===== src/rtl/mma_pkg.sv =====
// ----------------------------------------------------------------------------
// mma_pkg: shared types and constants for the MIDI message assembler
// Item types for the input and result channels, action codes and status
// byte constants.
// ----------------------------------------------------------------------------
package mma_pkg;

    localparam int MIDI_WIDTH  = 8;
    localparam int DATA_WIDTH  = 7;
    localparam int WAIT_WIDTH  = 24;
    localparam int DELTA_WIDTH = 24;

    typedef enum logic [1:0] {
        ACT_MIDI  = 2'd0,
        ACT_WAIT  = 2'd1,
        ACT_ECHO  = 2'd2,
        ACT_SPARE = 2'd3
    } action_t;

    // upper nibble of a status byte
    localparam logic [3:0] KIND_PROGRAM  = 4'hC;
    localparam logic [3:0] KIND_PRESSURE = 4'hD;
    localparam logic [3:0] KIND_SYSTEM   = 4'hF;

    localparam logic [1:0] ARGS_NONE = 2'd0;
    localparam logic [1:0] ARGS_ONE  = 2'd1;
    localparam logic [1:0] ARGS_TWO  = 2'd2;

    typedef struct packed {
        logic [1:0]            action;
        logic [MIDI_WIDTH-1:0] midi_byte;
        logic [WAIT_WIDTH-1:0] wait_ticks;
    } in_item_t;

    typedef struct packed {
        logic [3:0]             message_type;
        logic [3:0]             channel;
        logic [DATA_WIDTH-1:0]  data_one;
        logic [DATA_WIDTH-1:0]  data_two;
        logic [DELTA_WIDTH-1:0] delta_ticks;
    } out_item_t;

endpackage


===== src/rtl/mma_in_if.sv =====
// ----------------------------------------------------------------------------
// mma_in_if: input channel of the MIDI message assembler
// Valid/ready channel carrying one MIDI byte or timer event per transfer.
// ----------------------------------------------------------------------------
interface mma_in_if;

    logic              valid;
    logic              ready;
    mma_pkg::in_item_t payload;

    modport source (output valid, output payload, input ready);
    modport sink   (input valid, input payload, output ready);

endinterface


===== src/rtl/mma_out_if.sv =====
// ----------------------------------------------------------------------------
// mma_out_if: result channel of the MIDI message assembler
// Valid/ready channel carrying one assembled channel message per transfer.
// ----------------------------------------------------------------------------
interface mma_out_if;

    logic               valid;
    logic               ready;
    mma_pkg::out_item_t payload;

    modport source (output valid, output payload, input ready);
    modport sink   (input valid, input payload, output ready);

endinterface


===== src/rtl/midi_message_assembler.sv =====
// Output: a message appears on the result channel in the cycle after the transfer
//   of its last data byte.
// Throughput: one input item per cycle; the input stalls only while a finished
//   message waits in the result register and the sink holds ready low.
// Reset: asynchronous, active low; clears running status, tick counts and the
//   result valid flag.
// ----------------------------------------------------------------------------
// midi_message_assembler: running-status MIDI channel message assembler
// Collects data bytes behind channel status bytes, emits complete messages
// with the tick delta since the previous message.
// ----------------------------------------------------------------------------
module midi_message_assembler #(
    parameter int TICK_WIDTH = 24
) (
    input  logic      clk,
    input  logic      rst_n,
    mma_in_if.sink    in_ch,
    mma_out_if.source out_ch
);
    import mma_pkg::*;

    logic [MIDI_WIDTH-1:0] status_reg,    status_next;
    logic [1:0]            expected_reg,  expected_next;
    logic [1:0]            left_reg,      left_next;
    logic [DATA_WIDTH-1:0] hold_one_reg,  hold_one_next;
    logic [DATA_WIDTH-1:0] hold_two_reg,  hold_two_next;
    logic [TICK_WIDTH-1:0] cur_ticks_reg, cur_ticks_next;
    logic [TICK_WIDTH-1:0] last_ticks_reg, last_ticks_next;
    logic                  out_valid_reg, out_valid_next;
    out_item_t             out_item_reg,  out_item_next;

    logic                  in_fire;
    logic                  emit;
    logic [1:0]            status_args;
    logic [1:0]            left_dec;
    logic                  first_arg;
    logic [TICK_WIDTH-1:0] tick_diff;
    in_item_t              item;

    assign item      = in_ch.payload;
    assign in_ch.ready = !out_valid_reg || out_ch.ready;
    assign in_fire   = in_ch.valid && in_ch.ready;
    assign left_dec  = left_reg - 2'd1;
    assign first_arg = (left_reg == expected_reg);
    assign tick_diff = cur_ticks_reg - last_ticks_reg;

    always_comb
    begin
        case (item.midi_byte[7:4])
            KIND_SYSTEM:   status_args = ARGS_NONE;
            KIND_PROGRAM:  status_args = ARGS_ONE;
            KIND_PRESSURE: status_args = ARGS_ONE;
            default:       status_args = ARGS_TWO;
        endcase
    end

    always_comb
    begin
        status_next     = status_reg;
        expected_next   = expected_reg;
        left_next       = left_reg;
        hold_one_next   = hold_one_reg;
        hold_two_next   = hold_two_reg;
        cur_ticks_next  = cur_ticks_reg;
        last_ticks_next = last_ticks_reg;
        emit            = 1'b0;
        if (in_fire)
        begin
            case (action_t'(item.action))
                ACT_WAIT:
                begin
                    cur_ticks_next = TICK_WIDTH'(item.wait_ticks);
                end
                ACT_MIDI:
                begin
                    if (item.midi_byte[7])
                    begin
                        // new status: drop any partial message
                        status_next   = item.midi_byte;
                        expected_next = status_args;
                        left_next     = status_args;
                        hold_one_next = '0;
                        hold_two_next = '0;
                    end
                    else if (left_reg != ARGS_NONE)
                    begin
                        if (first_arg)
                            hold_one_next = item.midi_byte[DATA_WIDTH-1:0];
                        else
                            hold_two_next = item.midi_byte[DATA_WIDTH-1:0];
                        if (left_dec == ARGS_NONE)
                        begin
                            // message complete: re-arm for running status
                            emit            = 1'b1;
                            left_next       = expected_reg;
                            last_ticks_next = cur_ticks_reg;
                        end
                        else
                        begin
                            left_next = left_dec;
                        end
                    end
                end
                default:
                begin
                    // echo and unused codes: drop
                end
            endcase
        end
    end

    always_comb
    begin
        out_item_next.message_type = status_reg[7:4];
        out_item_next.channel      = status_reg[3:0];
        out_item_next.data_one     = first_arg ? item.midi_byte[DATA_WIDTH-1:0]
                                               : hold_one_reg;
        out_item_next.data_two     = first_arg ? hold_two_reg
                                               : item.midi_byte[DATA_WIDTH-1:0];
        out_item_next.delta_ticks  = DELTA_WIDTH'(tick_diff);
    end

    always_comb
    begin
        if (emit)
            out_valid_next = 1'b1;
        else if (out_ch.ready)
            out_valid_next = 1'b0;
        else
            out_valid_next = out_valid_reg;
    end

    always_ff @(posedge clk or negedge rst_n)
    begin
        if (!rst_n)
        begin
            status_reg     <= '0;
            expected_reg   <= '0;
            left_reg       <= '0;
            hold_one_reg   <= '0;
            hold_two_reg   <= '0;
            cur_ticks_reg  <= '0;
            last_ticks_reg <= '0;
            out_valid_reg  <= 1'b0;
        end
        else
        begin
            status_reg     <= status_next;
            expected_reg   <= expected_next;
            left_reg       <= left_next;
            hold_one_reg   <= hold_one_next;
            hold_two_reg   <= hold_two_next;
            cur_ticks_reg  <= cur_ticks_next;
            last_ticks_reg <= last_ticks_next;
            out_valid_reg  <= out_valid_next;
        end
    end

    // hold the result until its transfer
    always_ff @(posedge clk)
    begin
        if (emit)
            out_item_reg <= out_item_next;
    end

    assign out_ch.valid   = out_valid_reg;
    assign out_ch.payload = out_item_reg;

endmodule


===== src/flat_wrapper.sv =====
// flat-port wrapper written by rule: the top's interface ports become plain ports
module midi_message_assembler_flat import mma_pkg::*;
#(
    parameter int TICK_WIDTH = 24
)
  (clk, rst_n, in_ch_valid, in_ch_payload, in_ch_ready, out_ch_valid, out_ch_payload, out_ch_ready);
  mma_in_if in_ch_i ();
  mma_out_if out_ch_i ();
  input  logic clk;
  input  logic rst_n;
  input wire logic [$bits(in_ch_i.valid)-1:0] in_ch_valid;
  input wire logic [$bits(in_ch_i.payload)-1:0] in_ch_payload;
  output wire logic [$bits(in_ch_i.ready)-1:0] in_ch_ready;
  output wire logic [$bits(out_ch_i.valid)-1:0] out_ch_valid;
  output wire logic [$bits(out_ch_i.payload)-1:0] out_ch_payload;
  input wire logic [$bits(out_ch_i.ready)-1:0] out_ch_ready;
  assign in_ch_i.valid = in_ch_valid;
  assign in_ch_i.payload = in_ch_payload;
  assign in_ch_ready = in_ch_i.ready;
  assign out_ch_valid = out_ch_i.valid;
  assign out_ch_payload = out_ch_i.payload;
  assign out_ch_i.ready = out_ch_ready;
  midi_message_assembler #(.TICK_WIDTH(TICK_WIDTH)) u_core (.clk(clk), .rst_n(rst_n), .in_ch(in_ch_i), .out_ch(out_ch_i));
endmodule

===== config.mk =====
export PLATFORM = sky130hd
export DESIGN_NAME = midi_message_assembler_flat
export DESIGN_NICKNAME = d
export VERILOG_FILES = /design/src/rtl/mma_pkg.sv /design/src/rtl/mma_in_if.sv /design/src/rtl/mma_out_if.sv /design/src/rtl/midi_message_assembler.sv /design/src/flat_wrapper.sv
export SDC_FILE = /design/constraint.sdc
export NUM_CORES = 1
export LEC_CHECK = 0
export BUFFER_PORTS_ARGS = -buffer_cell sky130_fd_sc_hd__buf_2
export CORE_ASPECT_RATIO = 0.75
export CORE_MARGIN = 8
export CORE_UTILIZATION = 50
export CTS_CLUSTER_SIZE = 14
export DETAILED_ROUTE_END_ITERATION = 10
export PLACE_DENSITY = 0.69
export SYNTH_ARGS = -nofsm -noshare
export SYNTH_HDL_FRONTEND = slang
export SYNTH_SLANG_ARGS = --single-unit

===== constraint.sdc =====
create_clock -name clk -period 3.5 [get_ports clk]
set_input_delay 0.35 -clock clk [delete_from_list [all_inputs] [get_ports clk]]
set_output_delay 0.35 -clock clk [all_outputs]
set_load 0.03 [all_outputs]

Word level (Yosys, flattened, before mapping)
Cells that the tools add are included.
{ "word_totals": {"elab_cells": 51, "register_bits": 121, "in_bits": 38, "output_inout_bits": 48} }
{ "classes": {"muxes": 17, "addsub": 2, "n_bitwise": 1, "reduce_logical": 13, "n_eq_ne": 5} }
{ "ops": {"columns": ["cell", "count"], "rows": [
  ["2-to-1 mux 7 bit", 6],
  ["subtractor 24 bit", 1],
  ["equality test 4 bit (second input constant)", 3],
  ["2-to-1 mux 1 bit", 7],
  ["2-to-1 mux 2 bit", 3],
  ["AND reduction 3 bit", 2],
  ["nonzero test 2 bit", 3],
  ["AND reduction 5 bit", 1],
  ["logical NOT 2 bit", 2],
  ["one-hot mux 2 bit (2 select lines)", 1],
  ["equality test 2 x 1 -> 1 bit (second input constant)", 1],
  ["equality test 2 bit", 1],
  ["AND reduction 2 bit", 1],
  ["OR reduction 2 bit", 1],
  ["subtractor 2 x 1 -> 2 bit (second input constant)", 1],
  ["logical AND 1 bit", 1],
  ["logical NOT 1 bit", 1],
  ["logical OR 1 bit", 1],
  ["inverter 1 bit", 1]
]} }

Longest topological paths before layout
Gate-level depths: netlist of the first run.
{ "depth": {"word_depth": 8, "ltp_mapped": 10, "mapped_depth_nobuf": 10} }

Least setup slack after synthesis of the first run
Ideal clock, no wire load.
{ "synth_timing": {"kind": "register to register", "from": "register u_core.out_valid_reg, in the netlist u_core.out_ch.valid", "to": "register u_core.out_item_reg, in the netlist u_core.out_ch.payload[0] (enable)", "period_less_slack_ps": 3453, "path_buffers": 2, "stages_incl_launch_ff": 6, "setup_time_ps": 426, "setup_slack_ps": 47, "t_required_ps": 3074, "arrival_ps": 3027, "cell_sequence": "dfrtp_1 > nand2b_1 > and4bb_2 > and3_1 > clkbuf_1 > clkbuf_1"} }
{ "synth_via": {"elab_chain_cells": 4} }
{ "synth_lines": {"columns": ["item", "line", "rtl"], "rows": [
  ["from (decl)", "midi_message_assembler.sv:29", "logic out_valid_reg, out_valid_next;"],
  ["from (signal assigned)", "midi_message_assembler.sv:155", "out_valid_reg <= out_valid_next;"],
  ["logical NOT 1 bit", "midi_message_assembler.sv:41", "assign in_ch.ready = !out_valid_reg || out_ch.ready;"],
  ["logical OR 1 bit", "midi_message_assembler.sv:41", null],
  ["net in_ch_ready", "flat_wrapper.sv:13", "output wire logic [$bits(in_ch_i.ready)-1:0] in_ch_ready;"],
  ["logical AND 1 bit", "midi_message_assembler.sv:42", "assign in_fire = in_ch.valid && in_ch.ready;"],
  ["2-to-1 mux 1 bit", "midi_message_assembler.sv:67", "if (in_fire)"],
  ["net u_core.emit", "midi_message_assembler.sv:33", "logic emit;"],
  ["to (signal assigned)", "midi_message_assembler.sv:163", "out_item_reg <= out_item_next;"],
  ["to (decl)", "midi_message_assembler.sv:30", "out_item_t out_item_reg, out_item_next;"]
]} }
The timed path passes the listed nets, and every way through them passes these cells.
A chain may end at the register's enable or synchronous reset.

==> impl_metrics.tcl, run 1 <==
set metrics [dict create \
    path_cells "inv_1 > ha_1 > fa_1 > nand2b_1 > a21oi_1 > o2111ai_1 > o21ai_2 > nand2_1 > o311ai_1 > xnor2_1" \
    finalCritPeriodShare_pct 76.23 \
    die_area_um2 14940 \
    initial_utilization_pct 51.41 \
    die_y_um 107.9 \
    synth_edf_count 46 \
    wl_um 12040 \
    hold_path_class "input port to async pin" \
    grt-ovfl-total 0 \
    ys_seq_area_share_pct 57.92 \
    post_cts_buffers 0 \
    drt_first_iter_violations 216 \
    die_w_um 138.5 \
    via_per_inst 5.398 \
    skew_ps 10.95 \
    track_usage_pct 16.71 \
    ys_warn_count 0 \
    largest_register_ff_count 46 \
    post_cts_resized 0 \
    postRouteAntennaNets 0 \
    grt_setup_unrepaired "no" \
    post_route_cells_drive_above_1_share_pct 31.79 \
    cts.clk_slew.worst_paths_ps 60 \
    grt_pass1_wl_um 20070 \
    whs_ps 85.27 \
    synth_area_um2 5625 \
    powerDensity_nw_per_um2 910.9 \
    layout_common_cells "buf_2, dfrtp_1, nand2_1, edfxtp_1, mux2_2" \
    setup_violations 0 \
    dpl_cell_area_um2 6210 \
    synthCells 456 \
    yosys_most_used_dff "dfrtp_1" \
    postCtsHoldBufs 0 \
    cp_slowest_cell "fa_1" \
    final.min_clock_period_ps 2668 \
    timing.rr.end "u_core.out_ch.payload[20]$_DFFE_PP_" \
    cts_buffer_depth 2 \
    r2r_slack_ps 830 \
    cp.arrival_ps 2820 \
    ioPinCount 86 \
    cts_sinks 121 \
    drt-wirelength-per-cell_um 17.13 \
    tns_ps 0 \
    place.port_buffers 85 \
    htreeDepth 4 \
    slew_viol_final 0 \
    rr_worst_depth 10 \
    ys_seq_elements 121 \
    antenna_found_initial 0 \
    max-slew-margin-rel_pct 29.33 \
    grt_pass1_vias 3990 \
    synthArstFlopShare_pct 61.98 \
    placementRows 33 \
    num_antenna_cells 0 \
    clkLatencyLatePin_ps 410 \
    cap_violations 0 \
    critPathRequiredTime_ps 3650 \
    cts-root-buf "clkbuf_16" \
    drcViolationCount 0 \
    critPathLaunchType "flop" \
    syn-mean-instance-area_um2 12.34 \
    cp_slowest_stage_delay_ps 400 \
    hold_viol_final 0 \
    cts_tree "done" \
    gp_congestion 0.8290 \
    layout.nets 615 \
    grt_max_degree 76 \
    r2r_start "u_core.cur_ticks_reg[0]$_DFFE_PN0P_" \
    crit_type "flop to flop" \
    worstMarginPinSlew_ps 1056 \
    place_hpwl_um 8297 \
    vias 3795 \
    design_area_um2 6835 \
    numCtsBuffers 17 \
    critPathMaxFanout 5 \
    syn-num-nets 521 \
    yosys.cell_types.count 48 \
    dr.pass1.iters 5 \
    power_leakage_nw 3.100 \
    end_kind "flop" \
    status "complete, no violations" \
    area_delta_synth_final_pct 21.51 \
    clock.fmax_ghz 0.3748 \
    coreArea_um2 10940 \
    ir_drop_uv 539.1 \
    final_common_cell "buf_2" \
]
-- Yosys cell counts (3+ instances only) --
cell type  count  share of area (%)
dfrtp_1       75                 33
edfxtp_1      46                 25
nand2_1       46                3.1
mux2_2        45                9.0
o21ai_0       38                3.4
inv_1         36                2.4
ha_1          26                5.8
a21oi_1       14                1.2
a22o_1        14                2.2
xnor2_1       13                2.0
clkbuf_1      11               0.73
nor2_1        11               0.73
xor2_1        11                1.7
a21o_1         9                1.2
nand2b_1       9                1.0
a31oi_1        7               0.78
buf_2          4               0.36
and3_1         3               0.33
o2111ai_1      3               0.47
-- where the power goes --
part,total (W),leakage [nW],switching (W),internal [W]
logic,0.00228,1.49,0.00129,0.000996
clock network,0.00184,0.296,0.000645,0.00119
registers,0.00211,1.32,0.000159,0.00195
total,0.00623,3.10,0.00209,0.00414
-- kinds of logic (layout without fill, tap and decap cells) --
| group | after synthesis | in the layout | synth area share [%] |
|---|---|---|---|
| fa+ha+maj | 27 | 27 | 6.139 |
| mux | 45 | 45 | 9.008 |
| xor+xnor | 24 | 24 | 3.737 |
| flops | 121 | 121 | 57.92 |
| buf+inv | 51 | 158 | 3.492 |
| compound gates | 105 | 105 | 12.59 |
| simple gates | 83 | 83 | 7.118 |
-- worst max-delay path by stage --
stage                                              start                                  end  slack [ps]  cells past startpoint
global route         u_core.cur_ticks_reg[0]$_DFFE_PN0P_  u_core.out_ch.payload[20]$_DFFE_PP_         660                     10
global placement    u_core.last_ticks_reg[0]$_DFFE_PN0P_  u_core.out_ch.payload[20]$_DFFE_PP_         930                      9
finish               u_core.cur_ticks_reg[0]$_DFFE_PN0P_  u_core.out_ch.payload[20]$_DFFE_PP_         830                     10
CTS                  u_core.cur_ticks_reg[0]$_DFFE_PN0P_  u_core.out_ch.payload[20]$_DFFE_PP_         840                     10
detailed placement   u_core.cur_ticks_reg[0]$_DFFE_PN0P_  u_core.out_ch.payload[20]$_DFFE_PP_         850                     10
floorplan                u_core.out_ch.valid$_DFFE_PN0P_   u_core.out_ch.payload[0]$_DFFE_PP_          50                      5
-- layer usage --
| metal | up-vias | global-route usage, % | part of all wire [%] |
|---|---|---|---|
| li1 | 1828 | - | - |
| met1 | 1887 | 21.76 | 49 |
| met2 | 70 | 26.47 | 47 |
| met3 | 10 | 4.189 | 3.7 |
| met4 | 0 | 6.574 | 1.1 |
| met5 | - | 0 | 0 |
-- critical path, delay by kind of cell (launching register included) --
family,cells,cell delay (ps)
AND/OR/NAND/NOR,2,280
AO/OA/AOI/OAI,4,1010
XOR/XNOR,1,90
buffers and inverters,1,50
flip-flops,1,360
adder cells (fa/ha/maj),2,600
-- layout make-up --
cell class,instances,area [µm²]
sequential,121,3258
inverter,36,135.1
tap,140,175.2
multi-input combinational,284,2176
fill,876,4106
clock inverter,15,200.2
timing repair buffer,90,465.4
clock buffer,17,425.4
-- metrics by stage --
stage | setup WS [ps] | power (W) | utilization [%] | cells
finish | 831.8 | 0.006226 | 62.47 | 703
floorplan | 47.04 | 0.003838 | - | 456
CTS | 840.1 | 0.006245 | 62.47 | 703
global placement | 928.2 | 0.004282 | 56.75 | 671
global route | 663.8 | 0.006603 | 62.47 | 703
detailed placement | 849.9 | 0.004357 | 56.75 | 671
No activity file was read; power rests on OpenSTA's default activity.
==> inputs of run 2 (changes only) <==
==> constraint.sdc (replaced) <==
create_clock -name clk -period 2.55 [get_ports clk]
set_input_delay 0.255 -clock clk [delete_from_list [all_inputs] [get_ports clk]]
set_output_delay 0.255 -clock clk [all_outputs]
set_load 0.03 [all_outputs]
==> run 2 against run 1 <==
  * Critical path type unchanged
  * Critical path depth is the same
  * Largest power group unchanged
  * Clock skew is 3.7 ps lower
  * Critical endpoint is now u_core.out_ch.payload[18]$_DFFE_PP_
  * Worst hold slack lost 9.9 ps
==> impl_metrics.tcl, run 2 (synthesized netlist as in run 1, its figures left out) <==
set metrics [dict create \
    gp_congestion 0.8573 \
    clock.fmax_ghz 0.4083 \
    grt-ovfl-total 0 \
    cts-root-buf "clkbuf_16" \
    layout_common_cells "buf_2, dfrtp_1, edfxtp_1, mux2_2, nand2_1" \
    numCtsBuffers 17 \
    worstMarginPinSlew_ps 981.6 \
    cap_violations 0 \
    crit_family "compound AO/OA/AOI/OAI gates" \
    cts_buffer_depth 2 \
    via_per_inst 5.331 \
    crit_type "flop to flop" \
    post_route_cells_drive_above_1_share_pct 34.27 \
    largest_register_ff_count 46 \
    setup_violations 0 \
    ioPinCount 86 \
    cts.clk_slew.worst_paths_ps 60 \
    cts_tree "done" \
    grt_setup_unrepaired "yes" \
    critPathRequiredTime_ps 2700 \
    skew_ps 7.273 \
    die_area_um2 14940 \
    final.min_clock_period_ps 2449 \
    num_antenna_cells 0 \
    slew_viol_final 0 \
    grt_pass1_vias 3924 \
    track_usage_pct 16.19 \
    placementRows 33 \
    wl_um 11990 \
    htreeDepth 4 \
    grt_max_degree 44 \
    ir_drop_uv 683.1 \
    place_hpwl_um 8545 \
    grt_pass1_wl_um 19480 \
    whs_ps 75.40 \
    postRouteAntennaNets 0 \
    cp.arrival_ps 2600 \
    initial_utilization_pct 51.41 \
    final_common_cell "buf_2" \
    status "complete, no violations" \
    end_kind "flop" \
    dpl.cell_count 678 \
    cp_slowest_stage_delay_ps 360 \
    layout.nets 624 \
    drt-wirelength-per-cell_um 16.85 \
    hold_viol_final 0 \
    worst-path-buf-inv 1 \
    max-slew-margin-rel_pct 34.32 \
    critPathLaunchType "flop" \
    critPathMaxFanout 3 \
    antenna_found_initial 0 \
    die_y_um 107.9 \
    vias 3796 \
    final_cells 712 \
    coreArea_um2 10940 \
    path_cells "inv_1 > ha_1 > fa_2 > nand2b_1 > a21oi_2 > o2111ai_2 > o21ai_2 > o2111ai_1 > a31oi_1 > xor2_1" \
    cp_slowest_cell "dfrtp_1" \
    power_leakage_nw 3.141 \
    die_w_um 138.5 \
    dr.pass1.iters 4 \
    place.port_buffers 85 \
    area_delta_synth_final_pct 23.24 \
    clkLatencyLatePin_ps 410 \
    cts_sinks 121 \
    hold_path_class "input port to flop" \
    powerDensity_nw_per_um2 1216 \
    drt_first_iter_violations 189 \
    drcViolationCount 0 \
    finalCritPeriodShare_pct 96.06 \
]
-- run 2: cell type report --
class                           count  area, µm²
Sequential cell                   121       3258
Clock inverter                     14      125.1
Fill cell                         843       4009
Inverter                           36      135.1
Timing Repair Buffer               99      560.5
Multi-Input combinational cell    284       2250
Clock buffer                       18      429.2
Tap cell                          140      175.2
-- run 2: per-layer routing --
layer	wire, µm	GRT usage (%)	up-vias
li1	-	-	1837
met1	5685	20.70	1870
met2	5717	26.27	78
met3	454	4.056	11
met4	136	6.032	0
met5	0	0	-
-- run 2: where the power goes --
group	total (W)	internal [W]	leakage, nW	switching, W
Clock	0.00222	0.00134	0.268	0.000881
Combinational	0.00331	0.00151	1.56	0.00181
Sequential	0.00289	0.00267	1.32	0.000220
Total	0.00843	0.00552	3.14	0.00291
-- run 2: timing repair --
action	CTS	global route
hold endpoints to repair	38	0
buffers inserted	1	0
endpoints found under the setup margin	3	6
gates resized for setup	4	11
pin swaps	4	4
hold buffers	1	0
-- run 2: final timing paths --
| kind | start | end | slack, ps | depth (start not counted) |
|---|---|---|---|---|
| max in group asynchronous | rst_n | u_core.last_ticks_reg[1]$_DFFE_PN0P_ | 1500 | 3 |
| max reg2reg | u_core.cur_ticks_reg[0]$_DFFE_PN0P_ | u_core.out_ch.payload[18]$_DFFE_PP_ | 100 | 10 |
| min reg2reg | u_core.status_reg[1]$_DFFE_PN0P_ | u_core.out_ch.payload[39]$_DFFE_PP_ | 440 | 0 |
| max | u_core.cur_ticks_reg[0]$_DFFE_PN0P_ | u_core.out_ch.payload[18]$_DFFE_PP_ | 100 | 10 |
| min | in_ch_payload[2] | u_core.cur_ticks_reg[2]$_DFFE_PN0P_ | 80 | 2 |
| min in group asynchronous | rst_n | u_core.last_ticks_reg[7]$_DFFE_PN0P_ | 360 | 2 |
-- run 2: stage by stage --
| stage | utilization (%) | TNS (ps) | total power, W | worst slack (ps) | area (µm²) |
|---|---|---|---|---|---|
| floorplan | - | 0 | 0.005267 | 68.25 | 5629 |
| global placement | 57.46 | 0 | 0.005943 | 35.47 | 6287 |
| detailed placement | 57.46 | -141.9 | 0.006037 | -114.4 | 6287 |
| CTS | 62.87 | 0 | 0.008343 | 37.63 | 6879 |
| global route | 63.36 | -3.957 | 0.008958 | -3.957 | 6933 |
| finish | 63.36 | 0 | 0.008430 | 100.6 | 6933 |
==> inputs of run 3 (changes only) <==
--- a/config.mk
+++ b/config.mk
@@ -11,6 +11,8 @@
 export CORE_UTILIZATION = 50
 export CTS_CLUSTER_SIZE = 14
 export DETAILED_ROUTE_END_ITERATION = 10
+export GPL_TIMING_DRIVEN = 0
+export MAX_ROUTING_LAYER = met4
 export PLACE_DENSITY = 0.69
 export SYNTH_ARGS = -nofsm -noshare
 export SYNTH_HDL_FRONTEND = slang
==> run 3 against run 2 <==
  * Die area stayed put
  * Core utilization rose by 0.49 points
  * Design area rose by 0.78%
  * Clock-buffer cell count is 2 higher
  * Clock power is 11% higher
  * Clock skew increased by 1.6 ps
  * Register-to-register slack lost 50 ps
  * Critical path depth unchanged
==> impl_metrics.tcl, run 3 (synthesized netlist as in run 1, its figures left out) <==
set metrics [dict create \
    cts.clk_slew.worst_paths_ps 60 \
    vias 3868 \
    r2r_slack_ps 60 \
    grt-ovfl-total 0 \
    multi_input_area_um2 2266 \
    critPathMaxFanout 3 \
    hold_viol_final 0 \
    coreArea_um2 10940 \
    ioPinCount 86 \
    wl_um 12330 \
    slew_viol_final 0 \
    fillers 851 \
    via_per_inst 5.410 \
    finalPower_w 0.008701 \
    finalCritPeriodShare_pct 97.82 \
    largest_register_ff_count 46 \
    dr.pass1.iters 4 \
    clkLatencyLatePin_ps 410 \
    end_kind "flop" \
    finalCoreUtilization_pct 63.85 \
    postRouteAntennaNets 0 \
    num_antenna_cells 0 \
    grt_setup_unrepaired "yes" \
    skew_ps 8.863 \
    drt-wirelength-per-cell_um 17.24 \
    final_common_cell "buf_2" \
    die_y_um 107.9 \
    drcViolationCount 0 \
    status "complete, no violations" \
    gp_congestion 0.9505 \
    setup_violations 0 \
    cp.arrival_ps 2640 \
    worstMarginPinSlew_ps 743.3 \
    power_leakage_nw 3.130 \
    max-slew-margin-rel_pct 50.44 \
    whs_ps 73.41 \
    grt_pass1_vias 4025 \
    regArea_um2 3258 \
    grt_pass1_wl_um 20020 \
    layout.nets 627 \
    place.port_buffers 85 \
    ir_drop_uv 734.1 \
    critPathRequiredTime_ps 2700 \
    htreeDepth 4 \
    powerDensity_nw_per_um2 1245 \
    cts_buffer_depth 2 \
    final.min_clock_period_ps 2494 \
    cap_violations 0 \
    crit_type "flop to flop" \
    clock.fmax_ghz 0.4009 \
    grt_max_degree 56 \
    drt_first_iter_violations 264 \
    antenna_found_initial 0 \
    critPathLaunchType "flop" \
    post_route_cells_drive_above_1_share_pct 32.52 \
    cts_sinks 121 \
    numCtsBuffers 17 \
    place_hpwl_um 8876 \
    cts-root-buf "clkbuf_16" \
    track_usage_pct 17.37 \
    area_delta_synth_final_pct 24.20 \
    placementRows 33 \
    hold_path_class "input port to flop" \
    layout_common_cells "buf_2, dfrtp_1, edfxtp_1, nand2_1, mux2_2" \
    die_w_um 138.5 \
    initial_utilization_pct 51.41 \
    die_area_um2 14940 \
    cts_tree "done" \
]
==> run 3: cell count changes in the layout (fill, tap and decap cells not counted), sizes merged <==
cell      delta
clkbuf      +14
buf          -9
clkinv       -5
bufinv       +3
clkinvlp     +1
inv          -1
==> run 3: final timing paths <==
check / startpoint / to / cells after the start
worst max register to register: u_core.cur_ticks_reg[0]$_DFFE_PN0P_ / u_core.out_ch.payload[22]$_DFFE_PP_ / 10
min in group asynchronous: rst_n / u_core.last_ticks_reg[7]$_DFFE_PN0P_ / 2
worst max-delay path: u_core.cur_ticks_reg[0]$_DFFE_PN0P_ / u_core.out_ch.payload[22]$_DFFE_PP_ / 10
worst min-delay path: in_ch_payload[11] / u_core.cur_ticks_reg[11]$_DFFE_PN0P_ / 2
max in group asynchronous: rst_n / u_core.hold_one_reg[5]$_DFFE_PN0P_ / 3
worst min register to register: u_core.status_reg[0]$_DFFE_PN0P_ / u_core.out_ch.payload[38]$_DFFE_PP_ / 0
==> run 3: worst max-delay path: stages (launching register included) <==
cell,delay (ps)
dfrtp_1,370
inv_1,50
ha_1,200
fa_2,360
nand2b_4,170
a21oi_4,180
o2111ai_4,180
o21ai_4,210
o2111ai_2,180
a21oi_1,240
xor2_1,100
==> run 3: power by group <==
part	internal, W	total [W]	leakage [nW]	switching, W
registers	0.00267	0.00290	1.32	0.000226
clock network	0.00163	0.00246	0.288	0.000830
logic	0.00146	0.00334	1.52	0.00188
==> run 3: what timing repair did <==
item / in CTS / in global routing
hold buffers: 1 / 0
hold endpoints to repair: 20 / 0
gates resized for setup: 6 / 12
setup endpoints to repair: 51 / 8
pin swaps: 4 / 6
setup buffers: 1 / 0
==> run 3: metrics by stage <==
step | cell area, µm² | setup TNS, ps | setup slack [ps] | std cells
after CTS | 6925 | 0 | 0.2049 | 716
after floorplan | 5629 | 0 | 68.25 | 456
after global routing | 6987 | -77.09 | -34.86 | 715
final | 6987 | 0 | 55.50 | 715
after detailed placement | 6260 | -1089 | -243.1 | 682
after global placement | 6230 | -362.4 | -164.9 | 681
==> run 3: cell type report <==
class	count	share of cell area (%)
Tap cell	140	2.507
Sequential cell	121	46.63
Buffer	14	0.9850
Inverter	36	1.934
Multi-Input combinational cell	284	32.43
Timing Repair Buffer	88	6.769
Clock buffer	20	6.250
Clock inverter	12	2.489
==> run 3: metal layers <==
metal	vias up	GRT usage (%)	wire (µm)
met5	-	-	0
met4	0	7.193	204
met3	19	4.541	579
met2	101	26.23	5874
met1	1906	21.93	5668
li1	1842	-	-
